`src/rtl/icmp_echo_pkg.sv`:
```
// shared types and constants for the icmp echo responder
// used by the front, queue, back and top level; no dependencies
package icmp_echo_pkg;

    // message byte count width, wide enough for counts up to 127 bytes
    localparam int LEN_W = 7;

    localparam logic [7:0]       ECHO_REQUEST_TYPE = 8'd8;
    localparam logic [LEN_W-1:0] MIN_MESSAGE_BYTES = 7'd8;
    localparam logic [LEN_W-1:0] SHARED_FROM_BYTE  = 7'd4;
    localparam logic [15:0]      SUM_ALL_ONES      = 16'hFFFF;

    // reply index of each checksum byte
    localparam logic [LEN_W-1:0] IDX_CK_HI = 7'd2;
    localparam logic [LEN_W-1:0] IDX_CK_LO = 7'd3;

    // one accepted request waiting to be answered
    typedef struct packed {
        logic             bank;
        logic [LEN_W-1:0] len;
        logic [15:0]      ck;
    } t_job;

    typedef enum logic [1:0] {
        S_IDLE,
        S_FETCH,
        S_SEND
    } t_back_state;

endpackage

```
`src/rtl/icmp_echo_responder_unit.sv`:
```
// top level of the icmp echo responder
// instantiates icmp_echo_front, icmp_echo_queue, icmp_echo_back, icmp_echo_ram
//
// Takes an ICMP message one byte per item (tlast on the final byte) and, if it
// is a valid echo request of 8 to MAX_BYTES bytes whose checksum verifies,
// sends the echo reply: type 0, code 0, recomputed checksum, then the request
// bytes from byte 4 on, tlast on the final byte. Anything else, including a
// message longer than MAX_BYTES, is dropped without output. Receive takes one
// byte per cycle; each reply byte is read from the store, then presented.
// The store has two banks, so one message can load while the previous reply
// drains; input stalls only while both banks hold replies not yet sent.
module icmp_echo_responder_unit #(
    parameter int MAX_BYTES = 64
) (
    input  logic       i_clk,
    input  logic       i_rst_n,
    input  logic       i_s_tvalid,
    output logic       o_s_tready,
    input  logic [7:0] i_s_tdata,    // [7:0] in_byte
    input  logic       i_s_tlast,
    output logic       o_m_tvalid,
    input  logic       i_m_tready,
    output logic [7:0] o_m_tdata,    // [7:0] out_byte
    output logic       o_m_tlast
);
    import icmp_echo_pkg::*;

    localparam int AW = $clog2(MAX_BYTES) + 1;

    logic          w_push;
    logic          w_pop;
    t_job          w_job_in;
    t_job          w_head;
    logic          w_q_empty;
    logic          w_q_full;
    logic          w_we;
    logic [AW-1:0] w_waddr;
    logic [7:0]    w_wdata;
    logic [AW-1:0] w_raddr;
    logic [7:0]    w_rdata;

    icmp_echo_front #(.MAX_BYTES(MAX_BYTES)) u_front (
        .i_clk    (i_clk),
        .i_rst_n  (i_rst_n),
        .i_valid  (i_s_tvalid),
        .o_ready  (o_s_tready),
        .i_byte   (i_s_tdata),
        .i_last   (i_s_tlast),
        .i_q_full (w_q_full),
        .o_push   (w_push),
        .o_job    (w_job_in),
        .o_we     (w_we),
        .o_waddr  (w_waddr),
        .o_wdata  (w_wdata)
    );

    icmp_echo_queue u_queue (
        .i_clk   (i_clk),
        .i_rst_n (i_rst_n),
        .i_push  (w_push),
        .i_job   (w_job_in),
        .i_pop   (w_pop),
        .o_head  (w_head),
        .o_empty (w_q_empty),
        .o_full  (w_q_full)
    );

    icmp_echo_ram #(.WIDTH(8), .DEPTH(2 ** AW)) u_store (
        .i_clk   (i_clk),
        .i_we    (w_we),
        .i_waddr (w_waddr),
        .i_wdata (w_wdata),
        .i_raddr (w_raddr),
        .o_rdata (w_rdata)
    );

    icmp_echo_back #(.MAX_BYTES(MAX_BYTES)) u_back (
        .i_clk   (i_clk),
        .i_rst_n (i_rst_n),
        .i_empty (w_q_empty),
        .i_job   (w_head),
        .o_pop   (w_pop),
        .o_raddr (w_raddr),
        .i_rdata (w_rdata),
        .o_valid (o_m_tvalid),
        .i_ready (i_m_tready),
        .o_byte  (o_m_tdata),
        .o_last  (o_m_tlast)
    );

    // a reply byte is only ever shown for a job held in the queue
    a_valid_has_job: assert property (@(posedge i_clk) disable iff (!i_rst_n)
        o_m_tvalid |-> !w_q_empty)
        else $error("reply item shown with no job queued");

    // a new job never lands in a full queue
    a_no_push_full: assert property (@(posedge i_clk) disable iff (!i_rst_n)
        w_push |-> !w_q_full)
        else $error("job pushed into a full queue");

    // after the final reply byte goes out, valid is low in the following cycle
    a_gap_after_last: assert property (@(posedge i_clk) disable iff (!i_rst_n)
        (o_m_tvalid && i_m_tready && o_m_tlast) |=> !o_m_tvalid)
        else $error("reply item shown straight after final item");

endmodule

```
`src/rtl/icmp_echo_ram.sv`:
```
// generic simple dual-port ram, one write port and one registered read port
// no dependencies
module icmp_echo_ram #(
    parameter int WIDTH = 8,
    parameter int DEPTH = 128
) (
    input  logic                     i_clk,
    input  logic                     i_we,
    input  logic [$clog2(DEPTH)-1:0] i_waddr,
    input  logic [WIDTH-1:0]         i_wdata,
    input  logic [$clog2(DEPTH)-1:0] i_raddr,
    output logic [WIDTH-1:0]         o_rdata
);

    logic [WIDTH-1:0] r_mem [DEPTH];
    logic [WIDTH-1:0] r_rdata;

    // write port and registered read
    always_ff @(posedge i_clk) begin
        if (i_we) begin
            r_mem[i_waddr] <= i_wdata;
        end
        r_rdata <= r_mem[i_raddr];
    end

    assign o_rdata = r_rdata;

endmodule

```
`src/rtl/icmp_echo_front.sv`:
```
// receive side: stores message bytes into one store bank, keeps both sums
// and checks the request on its last byte; uses icmp_echo_pkg
module icmp_echo_front #(
    parameter int MAX_BYTES = 64
) (
    input  logic                                 i_clk,
    input  logic                                 i_rst_n,
    input  logic                                 i_valid,
    output logic                                 o_ready,
    input  logic [7:0]                           i_byte,
    input  logic                                 i_last,
    input  logic                                 i_q_full,
    output logic                                 o_push,
    output icmp_echo_pkg::t_job                  o_job,
    output logic                                 o_we,
    output logic [$clog2(MAX_BYTES):0]           o_waddr,
    output logic [7:0]                           o_wdata
);
    import icmp_echo_pkg::*;

    localparam int PW = $clog2(MAX_BYTES);

    logic [LEN_W-1:0] r_count, n_count;
    logic [15:0]      r_req_sum, n_req_sum;
    logic [15:0]      r_rep_sum, n_rep_sum;
    logic [7:0]       r_pending, n_pending;
    logic             r_ovf, n_ovf;
    logic             r_type_ok, n_type_ok;
    logic             r_bank;

    logic             w_hs;
    logic             w_store;
    logic             w_add;
    logic             w_shared;
    logic [15:0]      w_word;
    logic             w_good;

    // ones'-complement add with end-around carry
    function automatic logic [15:0] oc_add(input logic [15:0] a, input logic [15:0] b);
        logic [16:0] s;
        s = {1'b0, a} + {1'b0, b};
        return s[15:0] + {15'd0, s[16]};
    endfunction

    // new items wait while both store banks hold replies
    assign o_ready = !i_q_full;
    assign w_hs    = i_valid && o_ready;

    // per-byte sum and store update
    always_comb begin
        w_store   = (r_count < LEN_W'(MAX_BYTES)) && !r_ovf;
        w_add     = w_store && (r_count[0] || i_last);
        w_shared  = r_count >= SHARED_FROM_BYTE;
        w_word    = r_count[0] ? {r_pending, i_byte} : {i_byte, 8'h00};
        n_req_sum = w_add ? oc_add(r_req_sum, w_word) : r_req_sum;
        n_rep_sum = (w_add && w_shared) ? oc_add(r_rep_sum, w_word) : r_rep_sum;
        n_pending = (w_store && !r_count[0]) ? i_byte : r_pending;
        n_count   = w_store ? r_count + 7'd1 : r_count;
        n_ovf     = r_ovf || !w_store;
        n_type_ok = (w_store && r_count == '0) ? (i_byte == ECHO_REQUEST_TYPE) : r_type_ok;
    end

    // acceptance check on the last byte
    assign w_good = !n_ovf && n_count >= MIN_MESSAGE_BYTES
                    && n_count <= LEN_W'(MAX_BYTES)
                    && n_type_ok && n_req_sum == SUM_ALL_ONES;

    assign o_push     = w_hs && i_last && w_good;
    assign o_job.bank = r_bank;
    assign o_job.len  = n_count;
    assign o_job.ck   = ~n_rep_sum;

    assign o_we    = w_hs && w_store;
    assign o_waddr = {r_bank, r_count[PW-1:0]};
    assign o_wdata = i_byte;

    // message state, cleared after every last byte
    always_ff @(posedge i_clk) begin
        if (!i_rst_n) begin
            r_count   <= '0;
            r_req_sum <= '0;
            r_rep_sum <= '0;
            r_pending <= '0;
            r_ovf     <= 1'b0;
            r_type_ok <= 1'b0;
            r_bank    <= 1'b0;
        end else if (w_hs) begin
            if (i_last) begin
                r_count   <= '0;
                r_req_sum <= '0;
                r_rep_sum <= '0;
                r_pending <= '0;
                r_ovf     <= 1'b0;
                r_type_ok <= 1'b0;
                if (w_good) begin
                    r_bank <= !r_bank;
                end
            end else begin
                r_count   <= n_count;
                r_req_sum <= n_req_sum;
                r_rep_sum <= n_rep_sum;
                r_pending <= n_pending;
                r_ovf     <= n_ovf;
                r_type_ok <= n_type_ok;
            end
        end
    end

endmodule

```
`src/rtl/icmp_echo_queue.sv`:
```
// two-entry job queue between the receive and reply sides
// uses icmp_echo_pkg
module icmp_echo_queue (
    input  logic                i_clk,
    input  logic                i_rst_n,
    input  logic                i_push,
    input  icmp_echo_pkg::t_job i_job,
    input  logic                i_pop,
    output icmp_echo_pkg::t_job o_head,
    output logic                o_empty,
    output logic                o_full
);
    import icmp_echo_pkg::*;

    t_job       r_mem [2];
    logic       r_wp;
    logic       r_rp;
    logic [1:0] r_cnt;

    assign o_head  = r_mem[r_rp];
    assign o_empty = r_cnt == 2'd0;
    assign o_full  = r_cnt == 2'd2;

    // entry storage
    always_ff @(posedge i_clk) begin
        if (i_push) begin
            r_mem[r_wp] <= i_job;
        end
    end

    // pointers and fill count
    always_ff @(posedge i_clk) begin
        if (!i_rst_n) begin
            r_wp  <= 1'b0;
            r_rp  <= 1'b0;
            r_cnt <= '0;
        end else begin
            if (i_push) begin
                r_wp <= !r_wp;
            end
            if (i_pop) begin
                r_rp <= !r_rp;
            end
            case ({i_push, i_pop})
                2'b10:   r_cnt <= r_cnt + 2'd1;
                2'b01:   r_cnt <= r_cnt - 2'd1;
                default: r_cnt <= r_cnt;
            endcase
        end
    end

endmodule

```
`src/rtl/icmp_echo_back.sv`:
```
// reply side: reads the stored request out of its bank and sends the reply
// with the new header; uses icmp_echo_pkg
module icmp_echo_back #(
    parameter int MAX_BYTES = 64
) (
    input  logic                       i_clk,
    input  logic                       i_rst_n,
    input  logic                       i_empty,
    input  icmp_echo_pkg::t_job        i_job,
    output logic                       o_pop,
    output logic [$clog2(MAX_BYTES):0] o_raddr,
    input  logic [7:0]                 i_rdata,
    output logic                       o_valid,
    input  logic                       i_ready,
    output logic [7:0]                 o_byte,
    output logic                       o_last
);
    import icmp_echo_pkg::*;

    localparam int PW = $clog2(MAX_BYTES);

    t_back_state      r_state, n_state;
    logic [LEN_W-1:0] r_idx;
    logic             w_last;
    logic             w_hs;

    assign w_last = (r_idx + 7'd1) == i_job.len;
    assign w_hs   = o_valid && i_ready;

    // next state
    always_comb begin
        n_state = r_state;
        case (r_state)
            S_IDLE: begin
                if (!i_empty) begin
                    n_state = S_FETCH;
                end
            end
            S_FETCH: begin
                n_state = S_SEND;
            end
            S_SEND: begin
                if (i_ready) begin
                    n_state = w_last ? S_IDLE : S_FETCH;
                end
            end
            default: begin
                n_state = S_IDLE;
            end
        endcase
    end

    // outputs; the store address stays on the current byte while it is shown
    always_comb begin
        o_valid = 1'b0;
        o_pop   = 1'b0;
        case (r_state)
            S_SEND: begin
                o_valid = 1'b1;
                o_pop   = i_ready && w_last;
            end
            default: begin
                o_valid = 1'b0;
                o_pop   = 1'b0;
            end
        endcase
    end

    assign o_raddr = {i_job.bank, r_idx[PW-1:0]};
    assign o_last  = w_last;

    // reply byte: type and code zero, new checksum, rest from the store
    always_comb begin
        if (r_idx < IDX_CK_HI) begin
            o_byte = 8'h00;
        end else if (r_idx == IDX_CK_HI) begin
            o_byte = i_job.ck[15:8];
        end else if (r_idx == IDX_CK_LO) begin
            o_byte = i_job.ck[7:0];
        end else begin
            o_byte = i_rdata;
        end
    end

    // state and byte index
    always_ff @(posedge i_clk) begin
        if (!i_rst_n) begin
            r_state <= S_IDLE;
            r_idx   <= '0;
        end else begin
            r_state <= n_state;
            if (r_state == S_IDLE) begin
                r_idx <= '0;
            end else if (w_hs) begin
                r_idx <= r_idx + 7'd1;
            end
        end
    end

endmodule

```
`config.mk`:
```
export PLATFORM = sky130hd
export DESIGN_NAME = icmp_echo_responder_unit
export DESIGN_NICKNAME = d
export VERILOG_FILES = /design/src/rtl/icmp_echo_pkg.sv /design/src/rtl/icmp_echo_responder_unit.sv /design/src/rtl/icmp_echo_ram.sv /design/src/rtl/icmp_echo_front.sv /design/src/rtl/icmp_echo_queue.sv /design/src/rtl/icmp_echo_back.sv
export SDC_FILE = /design/constraint.sdc
export NUM_CORES = 1
export LEC_CHECK = 0
export BUFFER_PORTS_ARGS = -buffer_cell sky130_fd_sc_hd__buf_4
export CAP_MARGIN = 40
export CELL_PAD_IN_SITES_DETAIL_PLACEMENT = 0
export CELL_PAD_IN_SITES_GLOBAL_PLACEMENT = 1
export CORE_ASPECT_RATIO = 2
export CORE_MARGIN = 8
export CORE_UTILIZATION = 30
export CTS_CLUSTER_DIAMETER = 100
export DETAILED_ROUTE_END_ITERATION = 8
export PLACE_DENSITY_LB_ADDON = 0.12
export SLEW_MARGIN = 20
export SYNTH_ARGS = -nofsm -noshare
export SYNTH_HDL_FRONTEND = slang
export SYNTH_SLANG_ARGS = --single-unit
export TNS_END_PERCENT = 20
```
`constraint.sdc`:
```
create_clock -name i_clk -period 7.5 [get_ports i_clk]
set_clock_uncertainty 0.15 [all_clocks]
set_input_delay 1.125 -clock i_clk [delete_from_list [all_inputs] [get_ports i_clk]]
set_output_delay 1.125 -clock i_clk [all_outputs]
set_load 0.02 [all_outputs]
```
==> impl_metrics.tcl <==
set metrics [dict create \
    syn_to_final_growth_pct 15.7 \
    vias 26300 \
    gp_congestion 0.833 \
    clkPwrFrac_pct 42.9 \
    grt.overflow.total 0 \
    start_util_pct 30.1 \
    wirelength_um 153000 \
    finalNetCount 2958 \
    grt_pass1_vias 28000 \
    ys.warnings.count 0 \
    hold_violations 0 \
    maxSlewViolCount 0 \
    cts_sinks 1144 \
    grt_util_met3_pct 1.41 \
    ff2ff_setup_slack_ps 520 \
    io_pins 24 \
    pwr-share-seq_pct 54.1 \
    fp.dieW_um 299 \
    max-slew-margin-rel_pct 38.3 \
    leakage_nw 16.9 \
    crit_arrival_ps 7460 \
    row_count 208 \
    hpwl_um 106000 \
    grt_use_met2_pct 34.3 \
    outcome "completed" \
    worstPathRequired_ps 7990 \
    combPwrFrac_pct 3.0 \
    endpoint_kind "flop" \
    r2r_end "u_queue.r_cnt[1]" \
    powerDensity_nw_per_um2 232 \
    min_period_ps 6980 \
    synth.yosys.seq_area_share_pct 69.9 \
    setup_slack_ps 522 \
    synth-seq-cells 1144 \
    cts_tree "built" \
    slowest_delay_ps 510 \
    min_path_type "flop to flop" \
    holdBufCountCts 0 \
    min_to "u_front.r_pending[7]" \
    min_from "u_front.r_pending[7]" \
    synth_largest_area_cell "edfxtp_1" \
    io_buffers 23 \
    grt_pass1_wl_um 216000 \
    worst_r2r_path_depth 29 \
    post_cts_buffers 0 \
    finalSetupViolations 0 \
    grt.met1_usage_pct 17.9 \
    syn-num-nets 2809 \
    async_flop_share_pct 0 \
    grtUsageTotal_pct 17.2 \
    tightest_slew_ps 920 \
    whs_ps 346 \
    power_switching_mw 2.78 \
    avgSynthCellArea_um2 17.4 \
    design.die.area_um2 174000 \
    irDropWorstVdd_v 0.000186 \
    worst_setup_path_start_kind "flop" \
    wire_per_inst_um 29.9 \
    synthesis.area_um2 48100 \
    cap_violations 0 \
    synth_flop_cell "edfxtp_1" \
    antenna_found_initial 11 \
    cts_root_buf "clkbuf_16" \
    htreeDepth 3 \
    finalCritPeriodShare_pct 93.0 \
    rsz0062_at_grt "false" \
    ys_types 95 \
    avgViaCountPerCell 5.14 \
    min_path_cells 2 \
    synth_area_leaders "edfxtp_1 67%, mux4_2 13%, dfxtp_1 3.0%" \
    clock_path_buffers 3 \
    drc 0 \
    switching_share_pct 21.5 \
    crit_top_cell "ha_1" \
    timing.rr.start "u_front.r_count[0]" \
    drtIter0Drc 1663 \
    synth_top_cell_area_share_pct 66.9 \
    critPathKind "flop to flop" \
    slowest_stage "dfxtp_2" \
    drive_gt1_share_pct 24.3 \
    die_h_um 582 \
    grt_max_degree 85 \
    coreArea_um2 160000 \
    synthCells 2766 \
    ant_nets 0 \
    setup_tns_ps 0 \
    internal_power_mw 10.1 \
    cts_made_buffers 101 \
    cp_max_fo 14 \
    timing.fmax_mhz 143 \
    grt_busiest_layer "met2" \
    dp_slack_ps -190 \
    path_clk_slew_ps 70 \
    synth_edf_count 1072 \
    detail_route.first_pass.iterations 5 \
    clk_latency_ps 720 \
]
## through the flow
stage / instances / power (mW) / area (µm²) / utilization, %
finish: 5108 / 12.9 / 55700 / 34.8
global route: 5107 / 13.3 / 55700 / 34.8
CTS: 5058 / 13.1 / 55300 / 34.6
detailed placement: 4868 / 7.53 / 51800 / 32.4
global placement: 4784 / 7.50 / 50900 / 31.8
floorplan: 2766 / 7.28 / 48100 / -
## state kept, by name, indices dropped and copies added (netlist names), named ones only
| signal | flops |
|---|---|
| u_store.r_mem | 1024 |
| u_queue.r_mem | 48 |
| u_front.r_rep_sum | 16 |
| u_front.r_req_sum | 16 |
| u_front.r_pending | 8 |
| u_store.o_rdata | 8 |
| u_back.r_idx | 7 |
| u_front.r_count | 7 |
| u_back.r_state | 2 |
| u_queue.r_cnt | 2 |
| u_front.r_bank | 1 |
| u_front.r_ovf | 1 |
| u_front.r_type_ok | 1 |
| u_queue.r_rp | 1 |
| u_queue.r_wp | 1 |
## cell usage in the layout (no fill, tap or decap), drive strengths merged, types with 20 or more instances in the layout
cell / synthesis / layout
xnor2: 43 / 43
xor2: 20 / 20
dfxtp: 72 / 72
mux2i: 102 / 102
a211oi: 32 / 32
nand2: 104 / 104
buf: 71 / 217
nor3: 36 / 36
a21oi: 78 / 78
edfxtp: 1072 / 1072
o21ai: 60 / 60
ha: 30 / 30
nor2: 260 / 260
nand2b: 22 / 22
clkinv: 0 / 48
nand3: 58 / 58
clkbuf: 100 / 121
inv: 27 / 30
mux2: 26 / 26
mux4: 276 / 276
## worst max-delay path by stage
stage | startpoint | to | slack, ps
6_report | u_front.r_count[0] | u_queue.r_cnt[1] | 520
3_3_place_gp | i_s_tdata[0] | u_queue.r_cnt[1] | -290
2_1_floorplan | u_front.r_count[0] | u_queue.r_mem[0][0] | 210
3_5_place_dp | i_s_tdata[0] | u_queue.r_cnt[1] | -190
5_1_grt | u_front.r_count[0] | u_queue.r_cnt[1] | 60
4_1_cts | u_front.r_count[0] | u_queue.r_cnt[1] | 410
## layer usage
| layer | vias to the layer above | wire length (µm) |
|---|---|---|
| met4 | 0 | 7210 |
| met5 | - | 0 |
| met2 | 577 | 88700 |
| li1 | 11400 | - |
| met1 | 14100 | 53000 |
| met3 | 215 | 3980 |
## Yosys cell counts (11+ instances only)
master	instances
a211oi_1	30
a21oi_1	78
a221oi_1	12
a22oi_1	18
a31oi_1	12
and2_1	17
buf_1	36
buf_2	30
clkbuf_1	99
dfxtp_1	72
edfxtp_1	1072
ha_1	30
inv_1	25
mux2_2	26
mux2i_1	102
mux4_2	276
nand2_1	104
nand2b_1	22
nand3_1	57
nor2_1	258
nor2b_1	11
nor3_1	34
o211ai_1	16
o21ai_0	57
o22ai_1	16
or3_1	13
xnor2_1	43
xor2_1	20
## power by group through the flow
stage	Clock, mW	Sequential, mW	Combinational [mW]
global route	5.90	6.99	0.419
detailed placement	0	7.13	0.395
finish	5.55	6.99	0.390
CTS	5.71	6.99	0.395
global placement	0	7.13	0.365
floorplan	0	7.12	0.163
## logic make-up after synthesis
family	share of synthesized area [%]
fa+ha+maj	0.822
simple gates	5.49
flops	69.9
buf+inv	1.67
compound gates	5.09
mux	15.6
xor+xnor	1.38
## worst max-delay path: cells and delay by family (launching register included)
family | cells | cell delay, ps
AOI/OAI and AO/OA | 9 | 1470
xor gates and xnor gates | 1 | 130
muxes | 1 | 240
DFF | 1 | 510
buffers and inverters | 1 | 370
and+or+nand+nor | 13 | 3200
adders and majority gates | 4 | 830
## cell type report
class                      count  area, µm²
tap                         2100       2630
antenna                        6       15.0
fill                       15200     104000
timing repair buffer         217       2030
clock buffer                 121       2680
multi-input combinational   1424      13700
sequential                  1144      33600
clock inverter                69        831
inverter                      27        101
## timing repair
action / CTS / global route
endpoints found under the setup margin: 0 / 1
endpoints found under the hold margin: 0 / 0
resized for setup: 0 / 1
Note: power is estimated with default switching activity, not from simulation.
